$ cat config.mk
export PLATFORM = sky130hd
export DESIGN_NAME = hysteresis_thermostat_room_model_core
export DESIGN_NICKNAME = d
export VERILOG_FILES = /design/src/hdl/htrm_pkg.sv /design/src/hdl/hysteresis_thermostat_room_model_core.sv /design/src/hdl/htrm_cfg.sv /design/src/hdl/htrm_update.sv
export SDC_FILE = /design/constraint.sdc
export NUM_CORES = 1
export LEC_CHECK = 0
export BUFFER_PORTS_ARGS = -buffer_cell sky130_fd_sc_hd__buf_2
export CAP_MARGIN = 0
export CORE_MARGIN = 4
export CORE_UTILIZATION = 34
export DETAILED_ROUTE_END_ITERATION = 6
export PLACE_DENSITY_LB_ADDON = 0.12
export SYNTH_ARGS = -nofsm -noshare
export SYNTH_HDL_FRONTEND = slang
export SYNTH_SLANG_ARGS = --single-unit
$ cat constraint.sdc
create_clock -name clk -period 18.6 [get_ports clk]
set_input_delay 0.93 -clock clk [delete_from_list [all_inputs] [get_ports clk]]
set_output_delay 0.93 -clock clk [all_outputs]
set_load 0.05 [all_outputs]
$ cat src/hdl/htrm_pkg.sv
`timescale 1ns / 1ps

package htrm_pkg;

  localparam int TEMP_W  = 16;
  localparam int BAND_W  = 12;
  localparam int FAN_W   = 9;
  localparam int STEP_W  = 12;
  localparam int POWER_W = 16;
  localparam int IDX_W   = 3;
  localparam int DATA_W  = 16;
  // indoor arithmetic runs two bits wider than a temperature
  localparam int WIDE_W  = TEMP_W + 2;

  localparam logic [FAN_W-1:0] FAN_FULL = FAN_W'(256);

  // register indexes on the configuration port
  localparam logic [IDX_W-1:0] REG_REFERENCE = 3'd0;
  localparam logic [IDX_W-1:0] REG_BAND      = 3'd1;
  localparam logic [IDX_W-1:0] REG_FAN       = 3'd2;
  localparam logic [IDX_W-1:0] REG_DRIFT     = 3'd3;
  localparam logic [IDX_W-1:0] REG_MAX_DELTA = 3'd4;
  localparam logic [IDX_W-1:0] REG_MAX_POWER = 3'd5;
  localparam logic [IDX_W-1:0] REG_INITIAL   = 3'd6;

  typedef enum logic [1:0] {
    MODE_OFF  = 2'd0,
    MODE_HEAT = 2'd1,
    MODE_COOL = 2'd2
  } mode_t;

  // settings the update logic works from, with the fan products ready
  typedef struct packed {
    logic signed [TEMP_W-1:0] reference_temp;
    logic [BAND_W-1:0]        band_width;
    logic [BAND_W-1:0]        drift_step;
    logic signed [TEMP_W-1:0] initial_temp;
    logic [STEP_W-1:0]        hvac_step;
    logic [POWER_W-1:0]       hvac_power;
  } cfg_t;

  typedef struct packed {
    logic signed [TEMP_W-1:0] indoor_temp;
    mode_t                    mode;
  } room_t;

  typedef struct packed {
    logic signed [TEMP_W-1:0] indoor_temp;
    mode_t                    mode;
    logic [POWER_W-1:0]       power;
  } result_t;

  function automatic logic signed [TEMP_W-1:0] sat_temp(input logic signed [WIDE_W-1:0] v);
    logic signed [WIDE_W-1:0] hi;
    logic signed [WIDE_W-1:0] lo;
    hi = WIDE_W'(signed'(17'sd32767));
    lo = -WIDE_W'(signed'(17'sd32768));
    if (v > hi) begin
      sat_temp = 16'sh7fff;
    end else if (v < lo) begin
      sat_temp = 16'sh8000;
    end else begin
      sat_temp = v[TEMP_W-1:0];
    end
  endfunction

endpackage

$ cat src/hdl/hysteresis_thermostat_room_model_core.sv
`timescale 1ns / 1ps
// Channel  Handshake            Payload
// in       in_valid/in_ready    op, outdoor_temp
// out      out_valid/out_ready  indoor_temp_out, hvac_mode, power_out
// cfg      cfg_write            cfg_index, cfg_data
//
// One beat per cycle sustained while out_ready is high; a beat passes through the input
// register, then the drift/thermostat update into the result register, from which it
// can be taken.
// Room state updates when a beat leaves the input register for the result register.
// A stalled result holds the update; the input register still takes one beat.
// Reset restores register defaults, indoor temperature zero and mode off.

module hysteresis_thermostat_room_model_core (
  input  logic                               clk,
  input  logic                               rst,
  input  logic                               cfg_write,
  input  logic [htrm_pkg::IDX_W-1:0]         cfg_index,
  input  logic [htrm_pkg::DATA_W-1:0]        cfg_data,
  input  logic                               in_valid,
  output logic                               in_ready,
  input  logic                               op,
  input  logic signed [htrm_pkg::TEMP_W-1:0] outdoor_temp,
  output logic                               out_valid,
  input  logic                               out_ready,
  output logic signed [htrm_pkg::TEMP_W-1:0] indoor_temp_out,
  output logic [1:0]                         hvac_mode,
  output logic [htrm_pkg::POWER_W-1:0]       power_out
);
  import htrm_pkg::*;

  cfg_t    cfg;
  room_t   room;
  room_t   room_next;
  result_t result;
  result_t out_data;

  logic                     stage_valid;
  logic                     stage_op;
  logic signed [TEMP_W-1:0] stage_outdoor;
  logic                     advance;

  htrm_cfg u_cfg (
    .clk       (clk),
    .rst       (rst),
    .cfg_write (cfg_write),
    .cfg_index (cfg_index),
    .cfg_data  (cfg_data),
    .cfg       (cfg)
  );

  htrm_update u_update (
    .cfg          (cfg),
    .op           (stage_op),
    .outdoor_temp (stage_outdoor),
    .room         (room),
    .room_next    (room_next),
    .result       (result)
  );

  assign advance  = stage_valid && (!out_valid || out_ready);
  assign in_ready = !stage_valid || advance;

  always_ff @(posedge clk) begin
    if (rst) begin
      stage_valid      <= 1'b0;
      out_valid        <= 1'b0;
      room.indoor_temp <= '0;
      room.mode        <= MODE_OFF;
    end else begin
      if (in_ready) stage_valid <= in_valid;
      if (advance) begin
        out_valid <= 1'b1;
        room      <= room_next;
      end else if (out_ready) begin
        out_valid <= 1'b0;
      end
    end
  end

  always_ff @(posedge clk) begin
    if (in_ready && in_valid) begin
      stage_op      <= op;
      stage_outdoor <= outdoor_temp;
    end
    if (advance) out_data <= result;
  end

  assign indoor_temp_out = out_data.indoor_temp;
  assign hvac_mode       = out_data.mode;
  assign power_out       = out_data.power;

  // power is drawn only while heating or cooling
  assert property (@(posedge clk) disable iff (rst)
    out_valid && (hvac_mode == MODE_OFF) |-> power_out == '0)
    else $error("power reported while off");

  // a waiting beat is never dropped while the result is stalled
  assert property (@(posedge clk) disable iff (rst)
    stage_valid && out_valid && !out_ready |=> stage_valid && out_valid)
    else $error("beat lost under stall");

  // result register tracks room state after each update
  assert property (@(posedge clk) disable iff (rst)
    advance |=> out_data.indoor_temp == room.indoor_temp && out_data.mode == room.mode)
    else $error("result out of step with room state");

  assert property (@(posedge clk)
    rst |=> !out_valid && !stage_valid)
    else $error("pipeline not empty after reset");

endmodule

$ cat src/hdl/htrm_cfg.sv
`timescale 1ns / 1ps

module htrm_cfg (
  input  logic                           clk,
  input  logic                           rst,
  input  logic                           cfg_write,
  input  logic [htrm_pkg::IDX_W-1:0]     cfg_index,
  input  logic [htrm_pkg::DATA_W-1:0]    cfg_data,
  output htrm_pkg::cfg_t                 cfg
);
  import htrm_pkg::*;

  logic signed [TEMP_W-1:0] reference_temp;
  logic [BAND_W-1:0]        band_width;
  logic [FAN_W-1:0]         fan_level;
  logic [BAND_W-1:0]        drift_step;
  logic [STEP_W-1:0]        max_delta;
  logic [POWER_W-1:0]       max_power;
  logic signed [TEMP_W-1:0] initial_temp;

  logic [FAN_W-1:0]               fan_clamped;
  logic [STEP_W+FAN_W-1:0]        step_prod;
  logic [POWER_W+FAN_W-1:0]       power_prod;

  assign fan_clamped = (cfg_data[FAN_W-1:0] > FAN_FULL) ? FAN_FULL : cfg_data[FAN_W-1:0];
  assign step_prod   = (STEP_W+FAN_W)'(max_delta) * (STEP_W+FAN_W)'(fan_level);
  assign power_prod  = (POWER_W+FAN_W)'(max_power) * (POWER_W+FAN_W)'(fan_level);

  always_ff @(posedge clk) begin
    if (rst) begin
      reference_temp <= 16'sd5632;
      band_width     <= 12'd256;
      fan_level      <= FAN_FULL;
      drift_step     <= 12'd13;
      max_delta      <= 12'd26;
      max_power      <= 16'd2000;
      initial_temp   <= 16'sd5632;
    end else begin
      if (cfg_write) begin
        case (cfg_index)
          REG_REFERENCE: reference_temp <= cfg_data;
          REG_BAND:      band_width     <= cfg_data[BAND_W-1:0];
          REG_FAN:       fan_level      <= fan_clamped;
          REG_DRIFT:     drift_step     <= cfg_data[BAND_W-1:0];
          REG_MAX_DELTA: max_delta      <= cfg_data[STEP_W-1:0];
          REG_MAX_POWER: max_power      <= cfg_data[POWER_W-1:0];
          REG_INITIAL:   initial_temp   <= cfg_data;
          default: ;
        endcase
      end
    end
  end

  // fan products follow the registers directly, truncated to whole units
  always_comb begin
    cfg.reference_temp = reference_temp;
    cfg.band_width     = band_width;
    cfg.drift_step     = drift_step;
    cfg.initial_temp   = initial_temp;
    cfg.hvac_step      = step_prod[8 +: STEP_W];
    cfg.hvac_power     = power_prod[8 +: POWER_W];
  end

endmodule

$ cat src/hdl/htrm_update.sv
`timescale 1ns / 1ps

module htrm_update (
  input  htrm_pkg::cfg_t                   cfg,
  input  logic                             op,
  input  logic signed [htrm_pkg::TEMP_W-1:0] outdoor_temp,
  input  htrm_pkg::room_t                  room,
  output htrm_pkg::room_t                  room_next,
  output htrm_pkg::result_t                result
);
  import htrm_pkg::*;

  logic signed [WIDE_W-1:0] indoor_w;
  logic signed [WIDE_W-1:0] drift_w;
  logic signed [WIDE_W-1:0] ref_w;
  logic signed [WIDE_W-1:0] full_w;
  logic signed [WIDE_W-1:0] half_w;
  logic signed [WIDE_W-1:0] step_w;
  logic signed [TEMP_W-1:0] drifted;
  logic signed [WIDE_W-1:0] drifted_w;
  logic signed [TEMP_W-1:0] moved;
  mode_t                    mode_upd;

  assign indoor_w = WIDE_W'(room.indoor_temp);
  assign drift_w  = signed'(WIDE_W'(cfg.drift_step));
  assign ref_w    = WIDE_W'(cfg.reference_temp);
  assign full_w   = signed'(WIDE_W'(cfg.band_width));
  assign half_w   = signed'(WIDE_W'(cfg.band_width >> 1));
  assign step_w   = signed'(WIDE_W'(cfg.hvac_step));

  // drift toward outdoor; a tie drifts down
  assign drifted   = (outdoor_temp > room.indoor_temp) ? sat_temp(indoor_w + drift_w)
                                                       : sat_temp(indoor_w - drift_w);
  assign drifted_w = WIDE_W'(drifted);

  always_comb begin
    mode_upd = room.mode;
    if (drifted_w < ref_w - full_w) begin
      mode_upd = MODE_HEAT;
    end else if (drifted_w < ref_w - half_w) begin
      if (mode_upd == MODE_COOL) mode_upd = MODE_OFF;
    end
    if (drifted_w > ref_w + full_w) begin
      mode_upd = MODE_COOL;
    end else if (drifted_w > ref_w + half_w) begin
      if (mode_upd == MODE_HEAT) mode_upd = MODE_OFF;
    end
  end

  always_comb begin
    case (mode_upd)
      MODE_HEAT: moved = sat_temp(drifted_w + step_w);
      MODE_COOL: moved = sat_temp(drifted_w - step_w);
      default:   moved = drifted;
    endcase
  end

  always_comb begin
    if (op) begin
      room_next.indoor_temp = cfg.initial_temp;
      room_next.mode        = MODE_OFF;
      result.power          = '0;
    end else begin
      room_next.indoor_temp = moved;
      room_next.mode        = mode_upd;
      result.power          = (mode_upd == MODE_OFF) ? '0 : cfg.hvac_power;
    end
    result.indoor_temp = room_next.indoor_temp;
    result.mode        = room_next.mode;
  end

endmodule

**Word-level counts from Yosys, hierarchy flattened**

Index checks and enable logic that the tools add are counted.

- Add/subtract/negate cells: 8
- $mul: 2
- Order comparisons: 14
- Eq/ne operators: 10
- Muxes and demuxes: 20
- Reductions and logical operators: 17

Operators by type and width:

| cell | count |
|---|---|
| $mux 16 | 9 |
| $gt 18x16->1 const B | 4 |
| $lt 18x16->1 const B | 4 |
| $add 16x13->17 | 3 |
| $sub 16x13->17 | 3 |
| $gt 16x17->1 | 2 |
| $lt 16x17->1 | 2 |
| $pmux 16 s2 | 1 |
| $mul 16x9->24 | 1 |
| $mul 12x9->20 | 1 |
| $mux 18 | 1 |
| $add 16x12->17 | 1 |
| $sub 16x12->17 | 1 |
| $gt 16x16->1 | 1 |
| $reduce_and 2->1 | 7 |
| $mux 2 | 6 |
| $eq 3x3->1 const B | 3 |
| $gt 9x9->1 const B | 1 |
| $mux 9 | 1 |
| $eq 3x2->1 const B | 2 |
| $eq 2x1->1 const B | 2 |
| $eq 2x2->1 const B | 2 |
| $eq 3x1->1 const B | 1 |
| $logic_not 3->1 | 1 |
| other kinds (7) | 11 |

- Register bits after elaboration: 164
- Word-level logic and storage cells: 87

**Logic depth before layout (Yosys ltp)**

Gate-level depths: netlist of the first run.

- Depth in word-level cells: 15
- Mapped depth: 39
- Mapped depth without buffers: 36

**Modules after synthesis**

A second synthesis of the first run with hierarchy kept.

- Cell total of the unflattened synthesis: 2,617
- Area, all modules: 21,330.5 um^2

By module, submodules not included:

| module | times used | cells each | area an instance (um^2) |
|---|---|---|---|
| htrm_cfg | 1 | 1,335 | 10,892.9 |
| htrm_update | 1 | 1,143 | 8,010.2 |
| hysteresis_thermostat_room_model_core | 1 | 139 | 2,427.3 |

**Least setup slack after synthesis of the first run**

Ideal clock, no wire load.

- Path type: register to register
- From: register u_cfg.fan_level[1]
- To: register room[8] (netlist name)
- Arrival: 8.413 ns
- Required time: 18.530 ns
- Slack: 10.117 ns
- Cell stages (with the launch flop): 39
- Clock period less this slack: 8.483 ns
- Cell sequence: dfxtp_1 clkbuf_1 clkbuf_1 nand2_1 fa_1 inv_1 fa_1 ha_1 inv_1 fa_1 inv_1 ha_1 nand4b_1 nor4b_1 o21a_1 o21a_1 o21a_1 o21a_1 (+3 left out) o21a_1 or2_2 a21oi_1 xnor2_1 ha_1 clkbuf_1 a21o_1 nor2b_1 a2111oi_1 nand2_1 mux2_4 o31ai_4 or2_1 buf_4 a211oi_2 o41ai_4 nand2_1 a21oi_1

RTL lines:

| item | line | RTL |
|---|---|---|
| start, declared | htrm_cfg.sv:15 | `logic [FAN_W-1:0] fan_level;` |
| start signal, assigned | htrm_cfg.sv:43 | `REG_FAN: fan_level <= fan_clamped;` |

==> impl_metrics.env, run 1 <==
export IMPL_yosysWarnings=0
export IMPL_antenna_found_initial=5
export IMPL_core_mm2=0.0589
export IMPL_grt_overflow_total=0
export IMPL_ant_nets=0
export IMPL_dp_cells=3219
export IMPL_dp_final_hpwl_um=50400
export IMPL_cp_max_fo=13
export IMPL_grt_max_degree=82
export IMPL_tns_ns=0
export IMPL_endpoint_kind="flip-flop"
export IMPL_rows=89
export IMPL_die_h_um=252
export IMPL_regArea_mm2=0.00379
export IMPL_hold_buffers=0
export IMPL_drc=0
export IMPL_reg2reg_from="u_cfg.fan_level[0]$_SDFFE_PP0P_"
export IMPL_final_period_utilization_pct=49.5
export IMPL_syn_nets=2927
export IMPL_ys_types=87
export IMPL_critPathArrivalTime_ns=9.57
export IMPL_wl_um=63800
export IMPL_synth_ff_type="dfxtp_1"
export IMPL_initial_core_util_pct=34.3
export IMPL_slowest_delay_ns=0.92
export IMPL_detail_route_wl_per_cell_um=19.6
export IMPL_hold_depth=2
export IMPL_criticalPathCategory="flip-flop to flip-flop"
export IMPL_cts_resized_gates=0
export IMPL_crit_slowest_cell="o21ai_1"
export IMPL_clk_pin_slew_ns=0.08
export IMPL_ys_seq_elements=164
export IMPL_final_common_cell="nand2_1"
export IMPL_grt_pass1_wl_um=98900
export IMPL_die_area_mm2=0.0634
export IMPL_first_global_vias=16700
export IMPL_finalNonFillerCells=3253
export IMPL_sequentialPowerShare_pct=15.6
export IMPL_slew_headroom_pct=6.83
export IMPL_hold_class="flip-flop to flip-flop"
export IMPL_swShare_pct=53.7
export IMPL_finalMaxSlewViolations=0
export IMPL_gp_congestion=0.918
export IMPL_post_cts_setup_buffers=0
export IMPL_r2r_slack_ns=9.38
export IMPL_grtUsageTotal_pct=20.3
export IMPL_die_w_um=252
export IMPL_finClkSkew_ns=0.0197
export IMPL_cts_buffer_depth=2
export IMPL_r2r_end="room[15]$_SDFFE_PP0P_"
export IMPL_root_buffer="clkbuf_16"
export IMPL_io_buffers=76
export IMPL_cap_violations=0
export IMPL_ys_seq_area_share_pct=18.8
export IMPL_cts_buffers=17
export IMPL_power_switching_w=0.00169
export IMPL_viasPerCell=5.19
export IMPL_hold_end="u_cfg.initial_temp[11]$_SDFFE_PP0P_"
export IMPL_route_vias_total=16900
export IMPL_min_period_ns=9.22
export IMPL_finalSetupViolCount=0
export IMPL_min_from="u_cfg.initial_temp[11]$_SDFFE_PP0P_"
export IMPL_worst_pin_slew_ns=1.39
export IMPL_fin_nets=2933
export IMPL_status="completed"
export IMPL_pin_count=77
export IMPL_timing_critical_path_mode_cell="o21a_1"
export IMPL_cp_required_ns=18.95
export IMPL_p_leak_nw=9.94
export IMPL_reg2reg_depth=33
export IMPL_insertion_delay_ns=0.51
export IMPL_ir_drop_mv=0.0924
export IMPL_multiInputGateArea_mm2=0.0149
export IMPL_synthToLayoutAreaGrowth_pct=8.46
export IMPL_drive_gt1_share_pct=7.06
export IMPL_synth_edf_count=51
export IMPL_synthCells=2459
export IMPL_fill_cells=6058
export IMPL_p_comb_share_pct=72.1
export IMPL_cellPowerDensity_mw_per_mm2=143
export IMPL_p_clk_share_pct=12.4
export IMPL_async_flop_share_pct=0
export IMPL_intPower_w=0.00146
export IMPL_cts_tree="built"
export IMPL_rsz0062_at_grt="false"
export IMPL_cts_sinks=164
export IMPL_holdWs_ns=0.461
export IMPL_fmax_mhz=109
export IMPL_hold_violations=0
export IMPL_critPathLaunchType="flip-flop"
export IMPL_syn_area_per_cell_um2=8.22
export IMPL_layout_common_cells="403 x nand2_1, 290 x inv_1, 253 x ha_1, 198 x a21oi_1, 174 x fa_1"
export IMPL_drtIter0Drc=1033
export IMPL_cts_htree_levels=4
export IMPL_drtPass1Iterations=6
export IMPL_syn_area_mm2=0.0202
cells by family (layout without fill, tap and decap cells):
group,after synthesis,after routing,synth area share (%)
flip-flops,164,164,18.8
AO/OA/AOI/OAI,513,513,16.5
adder cells (fa/ha/maj),427,427,32.9
other,0,2,0
multiplexers,10,10,0.551
AND/OR/NAND/NOR,843,843,19.5
XOR/XNOR,94,94,4.07
buffers and inverters,408,427,7.66
registers in the layout, indices dropped and copies added (netlist names):
| signal | count |
|---|---|
| room | 18 |
| out_valid | 1 |
| power_out | 16 |
| u_cfg.initial_temp | 16 |
| stage_op | 1 |
| hvac_mode | 2 |
| u_cfg.fan_level | 9 |
| u_cfg.max_power | 16 |
| indoor_temp_out | 16 |
| u_cfg.drift_step | 12 |
| u_cfg.reference_temp | 16 |
| stage_outdoor | 16 |
| stage_valid | 1 |
| u_cfg.max_delta | 12 |
| u_cfg.band_width | 12 |
power by group through the flow:
| stage | sequential (W) | clock (W) | combinational, W |
|---|---|---|---|
| 2_1_floorplan | 0.000544 | 0 | 0.00152 |
| 3_3_place_gp | 0.000498 | 0 | 0.00224 |
| 3_5_place_dp | 0.000497 | 0 | 0.00224 |
| 4_1_cts | 0.000489 | 0.000400 | 0.00225 |
| 5_1_grt | 0.000493 | 0.000413 | 0.00249 |
| 6_report | 0.000489 | 0.000388 | 0.00227 |
cell usage after synthesis, types with 14 or more instances:
library cell	instances	area [µm²]
nand2_1	403	1510
a211oi_1	16	120
o21a_1	35	263
nor3_1	31	155
xnor2_1	73	639
nand3b_1	27	203
o211ai_1	14	105
nor2b_1	19	119
edfxtp_1	51	1530
a21oi_1	198	991
a21o_1	40	300
dfxtp_1	113	2260
nand2b_1	25	156
clkbuf_1	102	383
o21ai_0	74	370
fa_1	174	3480
nor2_1	129	484
and2_1	117	732
xor2_1	21	184
nand3_1	31	155
o21bai_1	23	173
inv_1	291	1090
ha_1	253	3170
cell type report:
type                    instances  share of cell area, %
multi-input cells            1887                   67.9
flip-flops and latches        164                   17.3
inverters                     293                   5.03
well taps                     773                   4.41
repair buffers                102                   2.64
clock buffers                  17                   1.94
clock inverters                15                  0.776
diodes                          2                 0.0228
worst max-delay path, delay by kind of cell, from the launching register on:
family | cells | cell delay (ns)
AO/OA/AOI/OAI | 15 | 4.10
adder cells (fa/ha/maj) | 6 | 2.38
AND/OR/NAND/NOR | 6 | 1.24
flip-flops | 1 | 0.57
multiplexers | 2 | 0.47
XOR/XNOR | 1 | 0.15
buffers and inverters | 3 | 0.14
per-stage QoR:
| step | utilization (%) | cell area (µm²) | worst slack (ns) | total power (W) |
|---|---|---|---|---|
| floorplan | - | 20200 | 10.12 | 0.00207 |
| global placement | 36.2 | 21300 | 9.66 | 0.00274 |
| detailed placement | 36.2 | 21300 | 9.48 | 0.00274 |
| CTS | 37.2 | 21900 | 9.46 | 0.00314 |
| global route | 37.2 | 21900 | 8.67 | 0.00340 |
| finish | 37.2 | 21900 | 9.38 | 0.00314 |
per-layer routing:
layer	vias to the layer above	GRT usage (%)	routed length, µm
li1	8182	-	-
met1	8256	27.5	29100
met2	374	33.3	30300
met3	77	3.54	2980
met4	4	5.94	1510
met5	-	0	27
worst max-delay path by stage:
stage | from | to | cells past startpoint
floorplan | u_cfg.fan_level[1]$_SDFFE_PP0P_ | room[8]$_SDFFE_PP0P_ | 38
global placement | u_cfg.max_delta[3]$_SDFFE_PP1P_ | room[15]$_SDFFE_PP0P_ | 33
detailed placement | u_cfg.fan_level[0]$_SDFFE_PP0P_ | room[15]$_SDFFE_PP0P_ | 33
CTS | u_cfg.max_delta[3]$_SDFFE_PP1P_ | room[15]$_SDFFE_PP0P_ | 33
global route | u_cfg.fan_level[0]$_SDFFE_PP0P_ | indoor_temp_out[8]$_DFFE_PP_ | 33
finish | u_cfg.fan_level[0]$_SDFFE_PP0P_ | room[15]$_SDFFE_PP0P_ | 33
Power figures use the tool's default switching activity.
==> run 2: changes to the inputs <==
Clock period 18.6 ns to 7.5 ns, I/O delays scaled along.
==> run 2 against run 1 <==
  * Die area stayed put
  * Clock power rose by 140%
  * Largest cell class unchanged
  * Setup slack got worse by 9.4 ns
  * Register-to-register slack got worse by 9.4 ns
  * Fmax grew 23%
  * Worst hold slack worse by 0.41 ns
  * First-iteration DRC count fell by 3.6%
  * Combinational power grew to 3.1 times the previous value
  * Sequential power up 140%
  * Final cell count increased by 3.9%
  * Non-clock buffer count up 128
  * Via count grew 2.9%
==> impl_metrics.env, run 2 (synthesized netlist as in run 1, its figures left out) <==
export IMPL_initial_core_util_pct=34.3
export IMPL_p_leak_nw=10.7
export IMPL_cp_required_ns=7.92
export IMPL_critPathArrivalTime_ns=7.88
export IMPL_grt_pass1_wl_um=99000
export IMPL_ir_drop_mv=0.374
export IMPL_grt_max_degree=78
export IMPL_cap_violations=0
export IMPL_core_mm2=0.0589
export IMPL_hold_class="input port to flip-flop"
export IMPL_wl_um=64600
export IMPL_final_common_cell="nand2_1"
export IMPL_hold_end="stage_outdoor[13]$_DFFE_PP_"
export IMPL_detail_route_wl_per_cell_um=19.1
export IMPL_first_global_vias=17100
export IMPL_hold_depth=1
export IMPL_fill_cells=5998
export IMPL_insertion_delay_ns=0.50
export IMPL_layout_common_cells="399 x nand2_1, 285 x inv_1, 249 x ha_1, 187 x a21oi_1, 173 x fa_1"
export IMPL_synthToLayoutAreaGrowth_pct=15.4
export IMPL_crit_family="compound AO/OA/AOI/OAI gates"
export IMPL_timing_critical_path_mode_cell="o21a_1"
export IMPL_rsz0062_at_grt="true"
export IMPL_min_period_ns=7.47
export IMPL_slowest_delay_ns=0.55
export IMPL_drive_gt1_share_pct=14.2
export IMPL_regArea_mm2=0.00381
export IMPL_root_buffer="clkbuf_16"
export IMPL_worst_pin_slew_ns=1.27
export IMPL_cp_max_fo=6
export IMPL_io_buffers=76
export IMPL_largest_reg_flops=18
export IMPL_die_h_um=252
export IMPL_route_vias_total=17400
export IMPL_cts_buffers=17
export IMPL_hold_violations=0
export IMPL_r2r_end="room[8]$_SDFFE_PP0P_"
export IMPL_drtPass1Iterations=5
export IMPL_slew_headroom_pct=14.7
export IMPL_criticalPathCategory="flip-flop to flip-flop"
export IMPL_final_period_utilization_pct=99.5
export IMPL_grtUsageTotal_pct=20.2
export IMPL_r2r_slack_ns=0.03
export IMPL_pin_count=77
export IMPL_tns_ns=0
export IMPL_cts_sinks=164
export IMPL_drc=0
export IMPL_finalMaxSlewViolations=0
export IMPL_reg2reg_depth=32
export IMPL_clk_pin_slew_ns=0.07
export IMPL_finalNonFillerCells=3380
export IMPL_multiInputGateArea_mm2=0.0153
export IMPL_top_register="room"
export IMPL_fmax_mhz=134
export IMPL_reg2reg_from="u_cfg.fan_level[2]$_SDFFE_PP0P_"
export IMPL_cts_htree_levels=4
export IMPL_min_from="outdoor_temp[13]"
export IMPL_dp_cells=3341
export IMPL_status="completed"
export IMPL_die_area_mm2=0.0634
export IMPL_grt_overflow_total=0
export IMPL_die_w_um=252
export IMPL_cts_tree="built"
export IMPL_crit_slowest_cell="fa_1"
export IMPL_fin_nets=3061
export IMPL_cts_buffer_depth=2
export IMPL_crit_start="u_cfg.fan_level[2]$_SDFFE_PP0P_"
export IMPL_rows=89
export IMPL_cellPowerDensity_mw_per_mm2=393
export IMPL_viasPerCell=5.14
export IMPL_gp_congestion=0.893
export IMPL_finalSetupViolCount=0
export IMPL_endpoint_kind="flip-flop"
export IMPL_ant_nets=0
export IMPL_antenna_found_initial=4
export IMPL_cp_num_buf_inv=6
export IMPL_drtIter0Drc=996
export IMPL_dp_final_hpwl_um=52000
export IMPL_finClkSkew_ns=0.0163
export IMPL_critPathLaunchType="flip-flop"
[run 2: cell count changes in the layout (fill, tap and decap cells not counted), sizes merged]
cell,delta
buf,+128
clkinv,-1
diode,-1
inv,+1
[run 2: worst reg2reg max path: cells and delay by family (launching register included)]
| family | cells | cell delay, ns |
|---|---|---|
| buffers and inverters | 6 | 0.58 |
| flip-flops | 1 | 0.38 |
| AO/OA/AOI/OAI | 14 | 2.65 |
| AND/OR/NAND/NOR | 4 | 0.92 |
| XOR/XNOR | 1 | 0.13 |
| multiplexers | 1 | 0.20 |
| adder cells (fa/ha/maj) | 6 | 2.53 |
[run 2: how the worst max path moves through the flow]
| stage | to | slack [ns] | cells after the start |
|---|---|---|---|
| after floorplan | room[2]$_SDFFE_PP0P_ | -0.08 | 38 |
| after global placement | room[3]$_SDFFE_PP0P_ | -0.26 | 32 |
| after detailed placement | room[6]$_SDFFE_PP0P_ | -0.33 | 34 |
| after CTS | room[6]$_SDFFE_PP0P_ | 0.009 | 33 |
| after global routing | room[3]$_SDFFE_PP0P_ | -0.30 | 32 |
| final | room[8]$_SDFFE_PP0P_ | 0.03 | 32 |
[run 2: stage by stage]
| step | total power, W | cell area (µm²) | util [%] | worst slack, ns | hold WS [ns] |
|---|---|---|---|---|---|
| floorplan | 0.00522 | 20400 | - | -0.0751 | 0.436 |
| global placement | 0.00770 | 22300 | 37.9 | -0.264 | 0.447 |
| detailed placement | 0.00774 | 22300 | 37.9 | -0.328 | 0.452 |
| CTS | 0.00884 | 23000 | 39.1 | 0.00931 | 0.0113 |
| global route | 0.00985 | 23300 | 39.6 | -0.305 | 0.0129 |
| finish | 0.00918 | 23300 | 39.6 | 0.0338 | 0.0518 |
[run 2: timing repair]
action,in CTS,in global routing
cloned,1,0
hold buffers,0,0
resized for setup,22,60
buffers inserted,1,4
pin swaps,25,16
endpoints found under the setup margin,31,32
[run 2: where the power goes]
| part | leakage (nW) | switching, W | internal [W] | total (W) |
|---|---|---|---|---|
| Combinational | 8.99 | 0.00413 | 0.00292 | 0.00705 |
| Sequential | 1.41 | 0.0000992 | 0.00109 | 0.00118 |
| Clock | 0.287 | 0.000442 | 0.000498 | 0.000940 |
| Total | 10.7 | 0.00468 | 0.00450 | 0.00918 |
[run 2: layout make-up]
class,count,share of cell area [%]
diodes,1,0.0107
clock buffers,17,1.82
clock inverters,15,0.719
inverters,293,4.73
multi-input cells,1887,65.4
flip-flops and latches,164,16.3
well taps,773,4.15
repair buffers,230,6.81
[run 2: per-layer routing]
layer	wire, µm	up-vias	global-route usage [%]
li1	-	8420	-
met1	30500	8588	28.5
met2	29800	323	32.6
met3	2850	56	2.95
met4	1470	0	5.45
met5	0	-	0
==> run 3: changes to the inputs <==
Settings changed: CORE_UTILIZATION 34 to 59.
==> run 3 against run 2 <==
  * The run now ends with negative setup slack left
  * Die area shrank 41%
  * Final cell count shrank 8.8%
  * Fmax shrank 1.9%
  * Global-route usage grew 11 points
  * Sequential share of layout area grew 0.15 points
  * Combinational power grew 4.0%
  * Clock skew shrank 0.0033 ns
  * Clock power shrank 4.7%
  * Non-clock buffer count grew 25
  * Routed wire length shrank 11%
  * Sequential cell count is the same
  * Critical path type unchanged
  * Critical endpoint is now indoor_temp_out[8]$_DFFE_PP_
==> impl_metrics.env, run 3 (synthesized netlist as in run 1, its figures left out) <==
export IMPL_hold_violations=0
export IMPL_p_leak_nw=10.8
export IMPL_drtPass1Iterations=6
export IMPL_io_buffers=76
export IMPL_die_area_mm2=0.0373
export IMPL_initial_core_util_pct=60.0
export IMPL_cts_htree_levels=4
export IMPL_synthToLayoutAreaGrowth_pct=14.5
export IMPL_cts_sinks=164
export IMPL_die_w_um=193
export IMPL_violations="negative setup slack"
export IMPL_criticalPathCategory="flip-flop to flip-flop"
export IMPL_postLayoutCoreUtil_pct=68.7
export IMPL_cp_required_ns=7.70
export IMPL_ant_nets=0
export IMPL_rows=67
export IMPL_hold_buffers=0
export IMPL_rsz0062_at_grt="true"
export IMPL_grt_pass1_wl_um=92400
export IMPL_final_period_utilization_pct=102
export IMPL_finalSetupViolCount=13
export IMPL_fmax_mhz=131
export IMPL_slew_headroom_pct=27.6
export IMPL_layout_common_cells="397 x nand2_1, 286 x inv_1, 250 x ha_1, 189 x a21oi_1, 173 x fa_1"
export IMPL_viasPerCell=5.78
export IMPL_status="finished with violations"
export IMPL_ir_drop_mv=0.375
export IMPL_dp_final_hpwl_um=45200
export IMPL_layout_setup_ws_ns=-0.113
export IMPL_critPathArrivalTime_ns=7.82
export IMPL_root_buffer="clkbuf_16"
export IMPL_cap_violations=0
export IMPL_route_vias_total=17800
export IMPL_cts_buffer_depth=2
export IMPL_final_common_cell="nand2_1"
export IMPL_cts_tree="built"
export IMPL_drc=0
export IMPL_fill_cells=2816
export IMPL_min_period_ns=7.61
export IMPL_insertion_delay_ns=0.46
export IMPL_critPathLaunchType="flip-flop"
export IMPL_grtUsageTotal_pct=31.7
export IMPL_fin_nets=3086
export IMPL_finClkSkew_ns=0.0130
export IMPL_finalMaxSlewViolations=0
export IMPL_cp_max_fo=7
export IMPL_crit_slowest_cell="fa_1"
export IMPL_largest_reg_flops=18
export IMPL_top_register="room"
export IMPL_wl_um=57700
export IMPL_hold_class="input port to flip-flop"
export IMPL_cellPowerDensity_mw_per_mm2=407
export IMPL_slowest_delay_ns=0.58
export IMPL_first_global_vias=17600
export IMPL_endpoint_kind="flip-flop"
export IMPL_die_h_um=193
export IMPL_pin_count=77
export IMPL_core_mm2=0.0337
export IMPL_clk_pin_slew_ns=0.07
export IMPL_grt_max_degree=85
export IMPL_detail_route_wl_per_cell_um=18.7
export IMPL_cts_buffers=17
export IMPL_grt_overflow_total=0
export IMPL_gp_congestion=0.975
export IMPL_drive_gt1_share_pct=15.3
export IMPL_worst_pin_slew_ns=1.09
export IMPL_antenna_found_initial=0
export IMPL_drtIter0Drc=1516
export IMPL_post_place_ws_ns=-0.506
run 3: path summary, 6_finish.rpt:
kind | from | slack, ns | cells past startpoint | endpoint
setup / recovery | u_cfg.max_delta[2]$_SDFFE_PP0P_ | -0.11 | 31 | indoor_temp_out[8]$_DFFE_PP_
setup reg to reg | u_cfg.max_delta[2]$_SDFFE_PP0P_ | -0.11 | 31 | indoor_temp_out[8]$_DFFE_PP_
hold reg to reg | u_cfg.initial_temp[6]$_SDFFE_PP0P_ | 0.46 | 2 | u_cfg.initial_temp[6]$_SDFFE_PP0P_
hold / removal | outdoor_temp[7] | 0.09 | 1 | stage_outdoor[7]$_DFFE_PP_
run 3: routing by layer:
layer	GRT usage, %	wire length, µm
met5	0	0
met3	5.10	3850
met1	43.9	25500
met4	12.1	2080
met2	50.1	26300
run 3: worst max-delay path: cells and delay by family (launching register included):
| kind | cells | cell delay [ns] |
|---|---|---|
| AND/OR/NAND/NOR | 5 | 1.32 |
| adder cells (fa/ha/maj) | 6 | 2.71 |
| buffers and inverters | 6 | 0.55 |
| XOR/XNOR | 1 | 0.15 |
| AO/OA/AOI/OAI | 12 | 2.09 |
| multiplexers | 1 | 0.13 |
| flip-flops | 1 | 0.39 |
run 3: what timing repair did:
action	in CTS	in global routing
resized for setup	54	40
buffers inserted	14	8
pin swaps	43	27
cloned	1	0
endpoints found under the setup margin	31	31
run 3: power breakdown:
part	internal (W)	switching [W]	total (W)
Clock	0.000480	0.000416	0.000896
Sequential	0.00109	0.0000948	0.00118
Combinational	0.00323	0.00410	0.00733
run 3: layout make-up:
cell class	instances	area (µm²)	area share, %
clock inverter	13	121	0.524
timing repair buffer	255	1780	7.69
antenna	2	5.00	0.0216
multi-input combinational	1887	15300	66.1
clock buffer	19	453	1.96
inverter	293	1100	4.76
sequential	164	3810	16.5
tap	448	561	2.42
run 3: through the flow:
stage	hold WS (ns)	power, W	cell area [µm²]	TNS (ns)	std cells
6_report	0.0926	0.00941	23100	-0.759	3081
4_1_cts	0.0747	0.00886	22900	-0.401	3071
3_3_place_gp	0.443	0.00731	22000	-6.20	3024
2_1_floorplan	0.436	0.00522	20400	-0.608	2459
5_1_grt	0.0791	0.0101	23100	-9.84	3079
3_5_place_dp	0.449	0.00739	22000	-10.98	3024
